$ cat src/rtl/acs_pkg.sv
// acs_pkg: shared types, widths and codes for the attitude calibrate and smooth block.
// Used by every module in rtl/; depends on nothing.
package acs_pkg;

  localparam int ANGLE_W     = 16;
  localparam int GYRO_W      = 16;
  localparam int AXES        = 3;
  localparam int MOTION_W    = 17;  // |x|+|y|+|z| of three 16-bit rates
  localparam int ACC_W       = 29;  // still-sample angle accumulator
  localparam int CNT_W       = 16;  // sample counter
  localparam int WARMUP_W    = 16;
  localparam int CAL_W       = 13;
  localparam int THRESH_W    = 17;
  localparam int CFG_ADDR_W  = 2;
  localparam int CFG_DATA_W  = 17;

  localparam int ANGLE_LIMIT = 23040;  // 180 deg in 1/128 deg

  localparam logic [WARMUP_W-1:0] WARMUP_DEF = WARMUP_W'(200);
  localparam logic [CAL_W-1:0]    CAL_DEF    = CAL_W'(100);
  localparam logic [THRESH_W-1:0] THRESH_DEF = THRESH_W'(80);

  localparam int WINDOW_DEPTH_DEF = 8;
  localparam int QUEUE_DEPTH_DEF  = 2;

  // configuration register indexes
  localparam logic [CFG_ADDR_W-1:0] CFG_WARMUP = 2'd0;
  localparam logic [CFG_ADDR_W-1:0] CFG_CAL    = 2'd1;
  localparam logic [CFG_ADDR_W-1:0] CFG_THRESH = 2'd2;

  typedef enum logic [1:0] {
    PH_WARMUP  = 2'd0,
    PH_COLLECT = 2'd1,
    PH_CAL     = 2'd2
  } phase_t;

  typedef struct packed {
    logic signed [GYRO_W-1:0]  gyro_x;
    logic signed [GYRO_W-1:0]  gyro_y;
    logic signed [GYRO_W-1:0]  gyro_z;
    logic signed [ANGLE_W-1:0] roll_in;
    logic signed [ANGLE_W-1:0] pitch_in;
    logic signed [ANGLE_W-1:0] yaw_in;
  } in_word_t;

  typedef struct packed {
    logic signed [ANGLE_W-1:0] avg_roll;
    logic signed [ANGLE_W-1:0] avg_pitch;
    logic signed [ANGLE_W-1:0] avg_yaw;
    logic signed [ANGLE_W-1:0] corrected_roll;
    logic signed [ANGLE_W-1:0] corrected_pitch;
    logic [1:0]                cal_phase;
  } out_word_t;

  // classified word held between front and back
  typedef struct packed {
    logic signed [ANGLE_W-1:0] roll;
    logic signed [ANGLE_W-1:0] pitch;
    logic signed [ANGLE_W-1:0] yaw;
    logic                      still;
  } q_entry_t;

  typedef struct packed {
    logic [WARMUP_W-1:0] warmup_samples;
    logic [CAL_W-1:0]    cal_samples;
  } phase_cfg_t;

endpackage

$ cat src/rtl/acs_front.sv
// acs_front: takes input words, classifies them as still or moving.
// Depends on acs_pkg; feeds acs_queue.
module acs_front import acs_pkg::*; (
  input  logic                in_valid,
  output logic                in_ready,
  input  in_word_t            in_data,
  input  logic [THRESH_W-1:0] still_threshold,
  input  logic                q_full,
  output logic                q_push,
  output q_entry_t            q_ent
);

  logic signed [MOTION_W-1:0] gx, gy, gz;
  logic [MOTION_W-1:0]        ax, ay, az, motion;

  always_comb begin
    gx = MOTION_W'(in_data.gyro_x);
    gy = MOTION_W'(in_data.gyro_y);
    gz = MOTION_W'(in_data.gyro_z);
    ax = (gx < 0) ? MOTION_W'(-gx) : MOTION_W'(gx);
    ay = (gy < 0) ? MOTION_W'(-gy) : MOTION_W'(gy);
    az = (gz < 0) ? MOTION_W'(-gz) : MOTION_W'(gz);
    motion = ax + ay + az;  // max 98304, fits
  end

  assign in_ready    = !q_full;
  assign q_push      = in_valid && !q_full;
  assign q_ent.roll  = in_data.roll_in;
  assign q_ent.pitch = in_data.pitch_in;
  assign q_ent.yaw   = in_data.yaw_in;
  assign q_ent.still = (motion <= MOTION_W'(still_threshold));

endmodule

$ cat src/rtl/acs_queue.sv
// acs_queue: short FIFO of classified words between front and back.
// Depends on acs_pkg.
module acs_queue import acs_pkg::*; #(
  parameter int DEPTH = QUEUE_DEPTH_DEF
) (
  input  logic     clk,
  input  logic     rst_n,
  input  logic     push,
  input  q_entry_t push_ent,
  output logic     full,
  input  logic     pop,
  output q_entry_t pop_ent,
  output logic     empty
);

  localparam int PW = (DEPTH > 1) ? $clog2(DEPTH) : 1;
  localparam int CW = $clog2(DEPTH + 1);

  q_entry_t       mem_r [DEPTH];
  logic [PW-1:0]  wr_r, rd_r;
  logic [CW-1:0]  cnt_r;

  always_ff @(posedge clk) begin
    if (!rst_n) begin
      wr_r  <= '0;
      rd_r  <= '0;
      cnt_r <= '0;
    end else begin
      if (push) begin
        wr_r <= (wr_r == PW'(DEPTH - 1)) ? '0 : wr_r + 1'b1;
      end
      if (pop) begin
        rd_r <= (rd_r == PW'(DEPTH - 1)) ? '0 : rd_r + 1'b1;
      end
      cnt_r <= cnt_r + CW'(push) - CW'(pop);
    end
  end

  always_ff @(posedge clk) begin
    if (push) begin
      mem_r[wr_r] <= push_ent;
    end
  end

  assign pop_ent = mem_r[rd_r];
  assign full    = (cnt_r == CW'(DEPTH));
  assign empty   = (cnt_r == '0);

endmodule

$ cat src/rtl/acs_div.sv
// acs_div: restoring serial divider, one quotient bit per cycle, unsigned.
// Depends on acs_pkg for default widths.
module acs_div import acs_pkg::*; #(
  parameter int NW = ACC_W,
  parameter int DW = CNT_W
) (
  input  logic          clk,
  input  logic          rst_n,
  input  logic          start,
  input  logic [NW-1:0] num,
  input  logic [DW-1:0] den,
  output logic          busy,
  output logic [NW-1:0] quot
);

  localparam int CTW = $clog2(NW + 1);

  logic [CTW-1:0] cnt_r;
  logic [NW-1:0]  quot_r;
  logic [DW-1:0]  rem_r, den_r, rem_nxt;
  logic [DW:0]    shifted, diff;
  logic           ge;

  always_comb begin
    shifted = {rem_r, quot_r[NW-1]};
    diff    = shifted - {1'b0, den_r};
    ge      = (shifted >= {1'b0, den_r});
    rem_nxt = ge ? diff[DW-1:0] : shifted[DW-1:0];
  end

  always_ff @(posedge clk) begin
    if (!rst_n) begin
      cnt_r <= '0;
    end else if (start) begin
      cnt_r <= CTW'(NW);
    end else if (cnt_r != '0) begin
      cnt_r <= cnt_r - 1'b1;
    end
  end

  always_ff @(posedge clk) begin
    if (start) begin
      quot_r <= num;
      den_r  <= den;
      rem_r  <= '0;
    end else if (cnt_r != '0) begin
      quot_r <= {quot_r[NW-2:0], ge};
      rem_r  <= rem_nxt;
    end
  end

  assign busy = (cnt_r != '0);
  assign quot = quot_r;

endmodule

$ cat src/rtl/acs_back.sv
// acs_back: window means, calibration phases, offsets and output register.
// Depends on acs_pkg and acs_div; pops words from acs_queue.
module acs_back import acs_pkg::*; #(
  parameter int WINDOW_DEPTH = WINDOW_DEPTH_DEF
) (
  input  logic       clk,
  input  logic       rst_n,
  input  phase_cfg_t pcfg,
  input  logic       q_empty,
  input  q_entry_t   q_ent,
  output logic       q_pop,
  output logic       out_valid,
  input  logic       out_ready,
  output out_word_t  out_data
);

  localparam int SW  = ANGLE_W + $clog2(WINDOW_DEPTH);
  localparam int DPW = $clog2(WINDOW_DEPTH + 1);
  // floor(2^SW / depth): quotient estimate is exact or one low
  localparam logic [SW-1:0]  RECIP   = SW'((64'(1) << SW) / WINDOW_DEPTH);
  localparam logic [DPW-1:0] DEPTH_C = DPW'(WINDOW_DEPTH);
  localparam logic [SW-1:0]  DEPTH_S = SW'(WINDOW_DEPTH);
  localparam logic [SW-1:0]  TWO_D   = SW'(2 * WINDOW_DEPTH);
  localparam logic [SW-1:0]  LIM_S   = SW'(ANGLE_LIMIT);

  typedef enum logic [2:0] {S_IDLE, S_MUL, S_REM, S_FIX, S_DIV, S_OUT} state_t;

  state_t                    st_r;
  phase_t                    phase_r, phase_nxt;
  logic [CNT_W-1:0]          cnt_r, cnt_nxt, cnt_inc;
  logic signed [ACC_W-1:0]   racc_r, pacc_r, racc_nxt, pacc_nxt;
  logic signed [ANGLE_W-1:0] roff_r, poff_r;
  logic                      div_go, div_pend_r, corr_en_r;
  logic                      out_valid_r;
  out_word_t                 out_word_r;

  logic signed [ANGLE_W-1:0] win_r [WINDOW_DEPTH][AXES];
  logic signed [ANGLE_W-1:0] new_ang [AXES];
  logic signed [SW-1:0]      sum_r [AXES];
  logic signed [SW-1:0]      sum_nxt [AXES];

  // reciprocal divide lanes, one per axis
  logic [SW-1:0]             mag_r [AXES];
  logic [AXES-1:0]           neg_r;
  logic [2*SW-1:0]           prod_r [AXES];
  logic [SW-1:0]             q0_r [AXES];
  logic [SW-1:0]             qd_r [AXES];
  logic [SW+DPW-1:0]         qd_full [AXES];
  logic [SW-1:0]             rem [AXES];
  logic [SW-1:0]             qfix [AXES];
  logic [SW-1:0]             qsat [AXES];
  logic signed [ANGLE_W-1:0] mean_r [AXES];
  logic signed [ANGLE_W-1:0] roll_r, pitch_r;

  // offset dividers
  logic [ACC_W-1:0]          rnum, pnum, rquot, pquot;
  logic                      rbusy, pbusy, div_busy;
  logic                      rneg_r, pneg_r;

  logic signed [ANGLE_W+1:0] croll, cpitch;

  function automatic logic signed [ANGLE_W-1:0] sat_diff(input logic signed [ANGLE_W+1:0] v);
    if (v > (ANGLE_W + 2)'(ANGLE_LIMIT)) begin
      return ANGLE_W'(ANGLE_LIMIT);
    end else if (v < -(ANGLE_W + 2)'(ANGLE_LIMIT)) begin
      return -ANGLE_W'(ANGLE_LIMIT);
    end
    return ANGLE_W'(v);
  endfunction

  assign new_ang[0] = q_ent.roll;
  assign new_ang[1] = q_ent.pitch;
  assign new_ang[2] = q_ent.yaw;

  assign q_pop = (st_r == S_IDLE) && !q_empty;

  always_comb begin
    for (int a = 0; a < AXES; a++) begin
      sum_nxt[a] = sum_r[a] - SW'(win_r[0][a]) + SW'(new_ang[a]);
      qd_full[a] = prod_r[a][2*SW-1:SW] * DEPTH_C;
      rem[a]     = mag_r[a] - qd_r[a];
      qfix[a]    = q0_r[a] + SW'(rem[a] >= DEPTH_S);
      qsat[a]    = (qfix[a] > LIM_S) ? LIM_S : qfix[a];
    end
  end

  // calibration phase step for the word being popped
  always_comb begin
    cnt_inc   = cnt_r + 1'b1;
    phase_nxt = phase_r;
    cnt_nxt   = cnt_r;
    racc_nxt  = racc_r;
    pacc_nxt  = pacc_r;
    div_go    = 1'b0;
    unique case (phase_r)
      PH_WARMUP: begin
        cnt_nxt = cnt_inc;
        if (cnt_inc >= CNT_W'(pcfg.warmup_samples)) begin
          phase_nxt = PH_COLLECT;
          cnt_nxt   = '0;
        end
      end
      PH_COLLECT: begin
        if (!q_ent.still) begin
          cnt_nxt  = '0;
          racc_nxt = '0;
          pacc_nxt = '0;
        end else begin
          racc_nxt = racc_r + ACC_W'(q_ent.roll);
          pacc_nxt = pacc_r + ACC_W'(q_ent.pitch);
          cnt_nxt  = cnt_inc;
          if (cnt_inc >= CNT_W'(pcfg.cal_samples) && cnt_inc != '0) begin
            phase_nxt = PH_CAL;
            div_go    = 1'b1;
          end
        end
      end
      default: begin
      end
    endcase
  end

  assign rnum = (racc_nxt < 0) ? ACC_W'(-racc_nxt) : ACC_W'(racc_nxt);
  assign pnum = (pacc_nxt < 0) ? ACC_W'(-pacc_nxt) : ACC_W'(pacc_nxt);

  acs_div #(.NW(ACC_W), .DW(CNT_W)) u_div_roll (
    .clk   (clk),
    .rst_n (rst_n),
    .start (q_pop && div_go),
    .num   (rnum),
    .den   (cnt_inc),
    .busy  (rbusy),
    .quot  (rquot)
  );

  acs_div #(.NW(ACC_W), .DW(CNT_W)) u_div_pitch (
    .clk   (clk),
    .rst_n (rst_n),
    .start (q_pop && div_go),
    .num   (pnum),
    .den   (cnt_inc),
    .busy  (pbusy),
    .quot  (pquot)
  );

  assign div_busy = rbusy || pbusy;

  assign croll  = corr_en_r ? (ANGLE_W + 2)'(roll_r) - (ANGLE_W + 2)'(roff_r)
                            : (ANGLE_W + 2)'(roll_r);
  assign cpitch = corr_en_r ? (ANGLE_W + 2)'(pitch_r) - (ANGLE_W + 2)'(poff_r)
                            : (ANGLE_W + 2)'(pitch_r);

  // sequencer, calibration state and output register
  always_ff @(posedge clk) begin
    if (!rst_n) begin
      st_r        <= S_IDLE;
      phase_r     <= PH_WARMUP;
      cnt_r       <= '0;
      racc_r      <= '0;
      pacc_r      <= '0;
      roff_r      <= '0;
      poff_r      <= '0;
      div_pend_r  <= 1'b0;
      corr_en_r   <= 1'b0;
      out_valid_r <= 1'b0;
      out_word_r  <= '0;
      for (int i = 0; i < WINDOW_DEPTH; i++) begin
        for (int a = 0; a < AXES; a++) begin
          win_r[i][a] <= '0;
        end
      end
      for (int a = 0; a < AXES; a++) begin
        sum_r[a] <= '0;
      end
    end else begin
      // S_OUT reloads the register itself when the old word leaves
      if (out_valid_r && out_ready && st_r != S_OUT) begin
        out_valid_r <= 1'b0;
      end
      unique case (st_r)
        S_IDLE: begin
          if (!q_empty) begin
            for (int i = 0; i < WINDOW_DEPTH - 1; i++) begin
              for (int a = 0; a < AXES; a++) begin
                win_r[i][a] <= win_r[i+1][a];
              end
            end
            for (int a = 0; a < AXES; a++) begin
              win_r[WINDOW_DEPTH-1][a] <= new_ang[a];
              sum_r[a]                 <= sum_nxt[a];
            end
            corr_en_r  <= (phase_r == PH_CAL);
            phase_r    <= phase_nxt;
            cnt_r      <= cnt_nxt;
            racc_r     <= racc_nxt;
            pacc_r     <= pacc_nxt;
            div_pend_r <= div_go;
            st_r       <= S_MUL;
          end
        end
        S_MUL: st_r <= S_REM;
        S_REM: st_r <= S_FIX;
        S_FIX: st_r <= div_pend_r ? S_DIV : S_OUT;
        S_DIV: begin
          if (!div_busy) begin
            roff_r     <= ANGLE_W'(rneg_r ? -rquot : rquot);
            poff_r     <= ANGLE_W'(pneg_r ? -pquot : pquot);
            div_pend_r <= 1'b0;
            st_r       <= S_OUT;
          end
        end
        S_OUT: begin
          if (!out_valid_r || out_ready) begin
            out_word_r.avg_roll        <= mean_r[0];
            out_word_r.avg_pitch       <= mean_r[1];
            out_word_r.avg_yaw         <= mean_r[2];
            out_word_r.corrected_roll  <= sat_diff(croll);
            out_word_r.corrected_pitch <= sat_diff(cpitch);
            out_word_r.cal_phase       <= phase_r;
            out_valid_r                <= 1'b1;
            st_r                       <= S_IDLE;
          end
        end
        default: st_r <= S_IDLE;
      endcase
    end
  end

  // datapath registers
  always_ff @(posedge clk) begin
    if (q_pop) begin
      roll_r  <= q_ent.roll;
      pitch_r <= q_ent.pitch;
      rneg_r  <= (racc_nxt < 0);
      pneg_r  <= (pacc_nxt < 0);
      for (int a = 0; a < AXES; a++) begin
        neg_r[a] <= (sum_nxt[a] < 0);
        mag_r[a] <= (sum_nxt[a] < 0) ? SW'(-sum_nxt[a]) : SW'(sum_nxt[a]);
      end
    end
    for (int a = 0; a < AXES; a++) begin
      if (st_r == S_MUL) begin
        prod_r[a] <= mag_r[a] * RECIP;
      end
      if (st_r == S_REM) begin
        q0_r[a] <= prod_r[a][2*SW-1:SW];
      end
      if (st_r == S_FIX) begin
        mean_r[a] <= neg_r[a] ? -ANGLE_W'(qsat[a]) : ANGLE_W'(qsat[a]);
      end
    end
  end

  // q0 * depth is formed from the product in the same cycle q0 is loaded
  always_ff @(posedge clk) begin
    for (int a = 0; a < AXES; a++) begin
      qd_r[a] <= qd_full[a][SW-1:0];
    end
  end

  assign out_valid = out_valid_r;
  assign out_data  = out_word_r;

  a_cal_holds: assert property (@(posedge clk) disable iff (!rst_n)
    (phase_r == PH_CAL) |=> (phase_r == PH_CAL))
    else $error("calibrated phase left");

  a_div_idle: assert property (@(posedge clk) disable iff (!rst_n)
    (st_r == S_IDLE) |-> !div_busy)
    else $error("offset divider busy while sequencer idle");

  a_pend_cal: assert property (@(posedge clk) disable iff (!rst_n)
    div_pend_r |-> (phase_r == PH_CAL))
    else $error("offset division pending outside calibrated phase");

  a_recip_err: assert property (@(posedge clk) disable iff (!rst_n)
    (st_r == S_FIX) |-> (rem[0] < TWO_D && rem[1] < TWO_D && rem[2] < TWO_D))
    else $error("reciprocal quotient estimate off by more than one");

endmodule

$ cat src/rtl/attitude_calibrate_and_smooth.sv
// attitude_calibrate_and_smooth: top level, configuration registers and wiring.
// Depends on acs_pkg, acs_front, acs_queue, acs_back (and acs_div below it).
//
// Takes one word per sample carrying three gyro rates (1/16 deg/s) and the
// roll, pitch and yaw angles (1/128 deg) from an attitude filter, and returns
// one word per sample: moving averages of the three raw angles over the last
// WINDOW_DEPTH samples (window is zero after reset, mean truncated toward zero,
// saturated to +/-180 deg), roll and pitch corrected by the calibration
// offsets and saturated, and the calibration phase reached after the sample.
// Calibration counts off warmup_samples words, then averages roll and pitch
// over cal_samples consecutive still words (summed |rate| not above
// still_threshold; any moving word restarts the count), then holds the offsets
// until reset. The word that ends warmup and the word that completes the
// collection still carry uncorrected angles. The front end classifies each
// incoming word and pushes it into a QUEUE_DEPTH-deep queue, so input is
// taken while the back end works or a result waits at the output. The back
// end sequencer takes each word through pop, reciprocal multiply, remainder,
// correction and output load, and pops the next one only after that load,
// which waits while a result is held at the output; the word that completes
// calibration also waits for the 29-step serial offset divider. Configuration
// writes (index 0 warmup_samples, 1 cal_samples, 2 still_threshold, others
// ignored) take effect at once and are meant for when the block is idle.
module attitude_calibrate_and_smooth import acs_pkg::*; #(
  parameter int WINDOW_DEPTH = WINDOW_DEPTH_DEF,
  parameter int QUEUE_DEPTH  = QUEUE_DEPTH_DEF
) (
  input  logic                  clk,
  input  logic                  rst_n,
  // sample words in
  input  logic                  in_valid,
  output logic                  in_ready,
  input  in_word_t              in_data,
  // result words out
  output logic                  out_valid,
  input  logic                  out_ready,
  output out_word_t             out_data,
  // configuration writes
  input  logic                  cfg_we,
  input  logic [CFG_ADDR_W-1:0] cfg_addr,
  input  logic [CFG_DATA_W-1:0] cfg_wdata
);

  logic [WARMUP_W-1:0] warmup_r;
  logic [CAL_W-1:0]    cal_r;
  logic [THRESH_W-1:0] thresh_r;
  phase_cfg_t          pcfg;

  logic                q_push, q_pop, q_full, q_empty;
  q_entry_t            q_in, q_out;

  // config registers; writes are masked to register width
  always_ff @(posedge clk) begin
    if (!rst_n) begin
      warmup_r <= WARMUP_DEF;
      cal_r    <= CAL_DEF;
      thresh_r <= THRESH_DEF;
    end else if (cfg_we) begin
      unique case (cfg_addr)
        CFG_WARMUP: warmup_r <= cfg_wdata[WARMUP_W-1:0];
        CFG_CAL:    cal_r    <= cfg_wdata[CAL_W-1:0];
        CFG_THRESH: thresh_r <= cfg_wdata[THRESH_W-1:0];
        default: begin
        end
      endcase
    end
  end

  assign pcfg.warmup_samples = warmup_r;
  assign pcfg.cal_samples    = cal_r;

  // front: stillness classification at the input handshake
  acs_front u_front (
    .in_valid        (in_valid),
    .in_ready        (in_ready),
    .in_data         (in_data),
    .still_threshold (thresh_r),
    .q_full          (q_full),
    .q_push          (q_push),
    .q_ent           (q_in)
  );

  // decoupling queue between front and back
  acs_queue #(.DEPTH(QUEUE_DEPTH)) u_queue (
    .clk      (clk),
    .rst_n    (rst_n),
    .push     (q_push),
    .push_ent (q_in),
    .full     (q_full),
    .pop      (q_pop),
    .pop_ent  (q_out),
    .empty    (q_empty)
  );

  // back: window, calibration, offsets, output register
  acs_back #(.WINDOW_DEPTH(WINDOW_DEPTH)) u_back (
    .clk       (clk),
    .rst_n     (rst_n),
    .pcfg      (pcfg),
    .q_empty   (q_empty),
    .q_ent     (q_out),
    .q_pop     (q_pop),
    .out_valid (out_valid),
    .out_ready (out_ready),
    .out_data  (out_data)
  );

endmodule

$ cat config.mk
export PLATFORM = sky130hd
export DESIGN_NAME = attitude_calibrate_and_smooth
export DESIGN_NICKNAME = d
export VERILOG_FILES = /design/src/rtl/acs_pkg.sv /design/src/rtl/acs_front.sv /design/src/rtl/acs_queue.sv /design/src/rtl/acs_div.sv /design/src/rtl/acs_back.sv /design/src/rtl/attitude_calibrate_and_smooth.sv
export SDC_FILE = /design/constraint.sdc
export NUM_CORES = 2
export LEC_CHECK = 0
export BUFFER_PORTS_ARGS = -buffer_cell sky130_fd_sc_hd__buf_2
export CORE_MARGIN = 2
export CORE_UTILIZATION = 50
export DETAILED_ROUTE_END_ITERATION = 10
export HOLD_SLACK_MARGIN = 0.1
export PLACE_DENSITY = 0.78
export SYNTH_ARGS = -nofsm -noshare
export SYNTH_HDL_FRONTEND = slang
export SYNTH_SLANG_ARGS = --single-unit
export TNS_END_PERCENT = 30
$ cat constraint.sdc
create_clock -name clk -period 13.06 [get_ports clk]
set_clock_uncertainty 0.1 [all_clocks]
set_input_delay 2.612 -clock clk [delete_from_list [all_inputs] [get_ports clk]]
set_output_delay 2.612 -clock clk [all_outputs]
set_load 0.02 [all_outputs]
==> metrics <==
Worst Path Buf+Inv 0; initial antenna violation count 8; Post-Syn Instances roughly 6,200; fin crit period 7400 ps; VDD IR-drop max around 0.00025 V; Place WS 5050 ps; CP Data Required Time between 10,000 and 15,000 ps; Leak 0.0287 uW; GR Overflow Total 0; Max Fclk 135 MHz; PnR worst setup slack approximately 5700 ps; clk slew on worst S/H paths 60 ps; WL/cell 18.8 um; I/O Pins 204; Yosys top cell area share about two fifths; synthesized net count between 6,000 and 7,000; H-tree Lvls 3; register area share after synthesis 50.2%; ANT nets after route 0; crit-path most repeated cell o21ai_0; RSZ-0062 raised after global routing no; worst hold path class flop to flop; Sink Count 1,179; CTS max path bufs 3; Top FF cell, synth edfxtp_1; largest net degree at the start of global routing around 210; flops & latches, synth ~1,200; Initial Util 50.2%; post-synthesis async set-or-reset flop share 0%; status finished, final reports clean; maxcap violations 0; Vias/cell about 6; area of the core 127,000 sq um; number of flops mapped to enable cells by yosys 842; Starting DRT DRC Count 4,675; Area contributors post-synth edfxtp_1 (40%), dfxtp_1 (11%), ha_1 (6.1%); Layout Utilization 55.4%; worst slew pin tran around 1200 ps; vias in the first global route 44,441; Max stage delay cell, worst path nor4_1; Finished Cell Area approximately 70,000 sq um; pwr dens between 200 and 300 nW/um^2; hold_buf cts 0; period utilisation layout between 50 and 60%; setup violators final 0; drc violations 0; WP data arrival 7730 ps; Setup Fix Bufs, Post-CTS 0; CTS Buf Count between 100 and 150; Die Width 361 um; GRT Total Usage 22.7%; crit path max fanout 18; Synth area leader edfxtp_1; hpwl dp 106,000 um; vias post-DR 47,471; Slew Viols, Final 0; full die area about 130,000 sq um; NumNets Final 6,835; Post-DP Area 66,300 sq um; worst-skew pair later-pin latency ~740 ps; YS warnings 0; syn_area_per_cell between 10 and 15 sq um; row count roughly 130; final hold slack around 270 ps; CP Class flop to flop; CP Launch Type flop; top-count cell post-synth edfxtp_1; Post-Route WL 152,000 um; Final Hold Vio Count 0; library cells used by synthesis 95; Die Height 361 um; Syn-to-layout area delta 10.3%; crit-path max cell delay ~830 ps; First-pass DRT Iterations 6; first-pass GRT wire length 240,000 um; Setup TNS Final 0 ps; CP delay by family, top compound AO/OA/AOI/OAI gates; CP endpoint kind flop; Slew HR approximately 18%; commonest cells in the netlist edfxtp_1 (842), nand2_1 (614), inv_1 (467); CTS Root Cell clkbuf_16; Final GP Congestion slightly below 0.9; post_cts resized 0; CTS tree done; Mapped Area 63,800 sq um; PortBufs 203; share of layout cells above drive strength 1 8.11%
## sequential cells by signal, summed over array words and instances, names as in the netlist, 17 cells and up, named ones only
name	cells
u_back.win_r	384
u_queue.mem_r	98
u_back.out_data	82
u_back.sum_r	57
u_back.mag_r	48
u_back.mean_r	48
u_back.prod_r	48
u_back.q0_r	48
u_back.qd_r	48
u_back.pacc_r	29
u_back.racc_r	29
u_back.u_div_pitch.quot	29
u_back.u_div_roll.quot	29
thresh_r	17
## cells by family after synthesis
family	Yosys count	synth area share, %
compound gates	1353	13.9
fa+ha+maj	391	8.61
flops	1179	50.2
mux	77	1.24
xor+xnor	367	5.04
buf+inv	772	4.56
simple gates	2108	16.4
## report_power, final
| group | internal [uW] | switching [uW] | leakage, uW |
|---|---|---|---|
| logic | 4170 | 6830 | 0.0155 |
| registers | 5940 | 654 | 0.0112 |
| clock network | 2010 | 1470 | 0.00191 |
| total | 12100 | 8950 | 0.0287 |
## cell type report
type                       instances  area [sq um]
clock inverter                    69           885
clock buffer                     148          3110
multi-input combinational       4296         28900
antenna                            2          5.00
fill                           10618         56700
inverter                         468          1770
timing repair buffer             265          1500
tap                             1662          2080
sequential                      1179         32000
## routing by layer
layer	track usage, %	up-vias	wire (um)
li1	-	22786	-
met1	33.5	22824	69900
met2	34.7	1592	66700
met3	3.43	267	11500
met4	6.48	2	3920
met5	0	-	9
## stage by stage
| step | cells | power [uW] |
|---|---|---|
| finish | 8089 | 21100 |
| global route | 8089 | 22600 |
| CTS | 8087 | 21000 |
| detailed placement | 7870 | 17400 |
| global placement | 7870 | 17000 |
| floorplan | 6247 | 14900 |
## path summary, 6_finish.rpt
check / start / to / slack (ps) / depth (start not counted)
setup / recovery: u_back.mag_r[0][42]$_DFFE_PP_ / u_back.mean_r[2][8]$_DFFE_PN_ / 5660 / 26
hold / removal: u_back.prod_r[0][30]$_DFFE_PP_ / u_back.qd_r[0][24]$_DFF_P_ / 270 / 0
setup reg to reg: u_back.mag_r[0][42]$_DFFE_PP_ / u_back.mean_r[2][8]$_DFFE_PN_ / 5660 / 26
hold reg to reg: u_back.prod_r[0][30]$_DFFE_PP_ / u_back.qd_r[0][24]$_DFF_P_ / 270 / 0
## cells in the final DEF (no fill, tap or decap), drive strengths merged, types with 49 or more instances in the layout
cell	instances
edfxtp	842
fa	80
a21oi	355
nand3	123
mux2i	65
clkbuf	148
a21o	79
nor2b	54
inv	471
o21ai	292
xor2	134
ha	310
nand2	615
or3	59
xnor2	233
nand4	59
a31oi	54
nor2	434
dfxtp	337
and3	394
o21a	49
buf	265
nor3	134
o31ai	60
a211oi	100
Note: power is estimated with default switching activity, not from simulation.
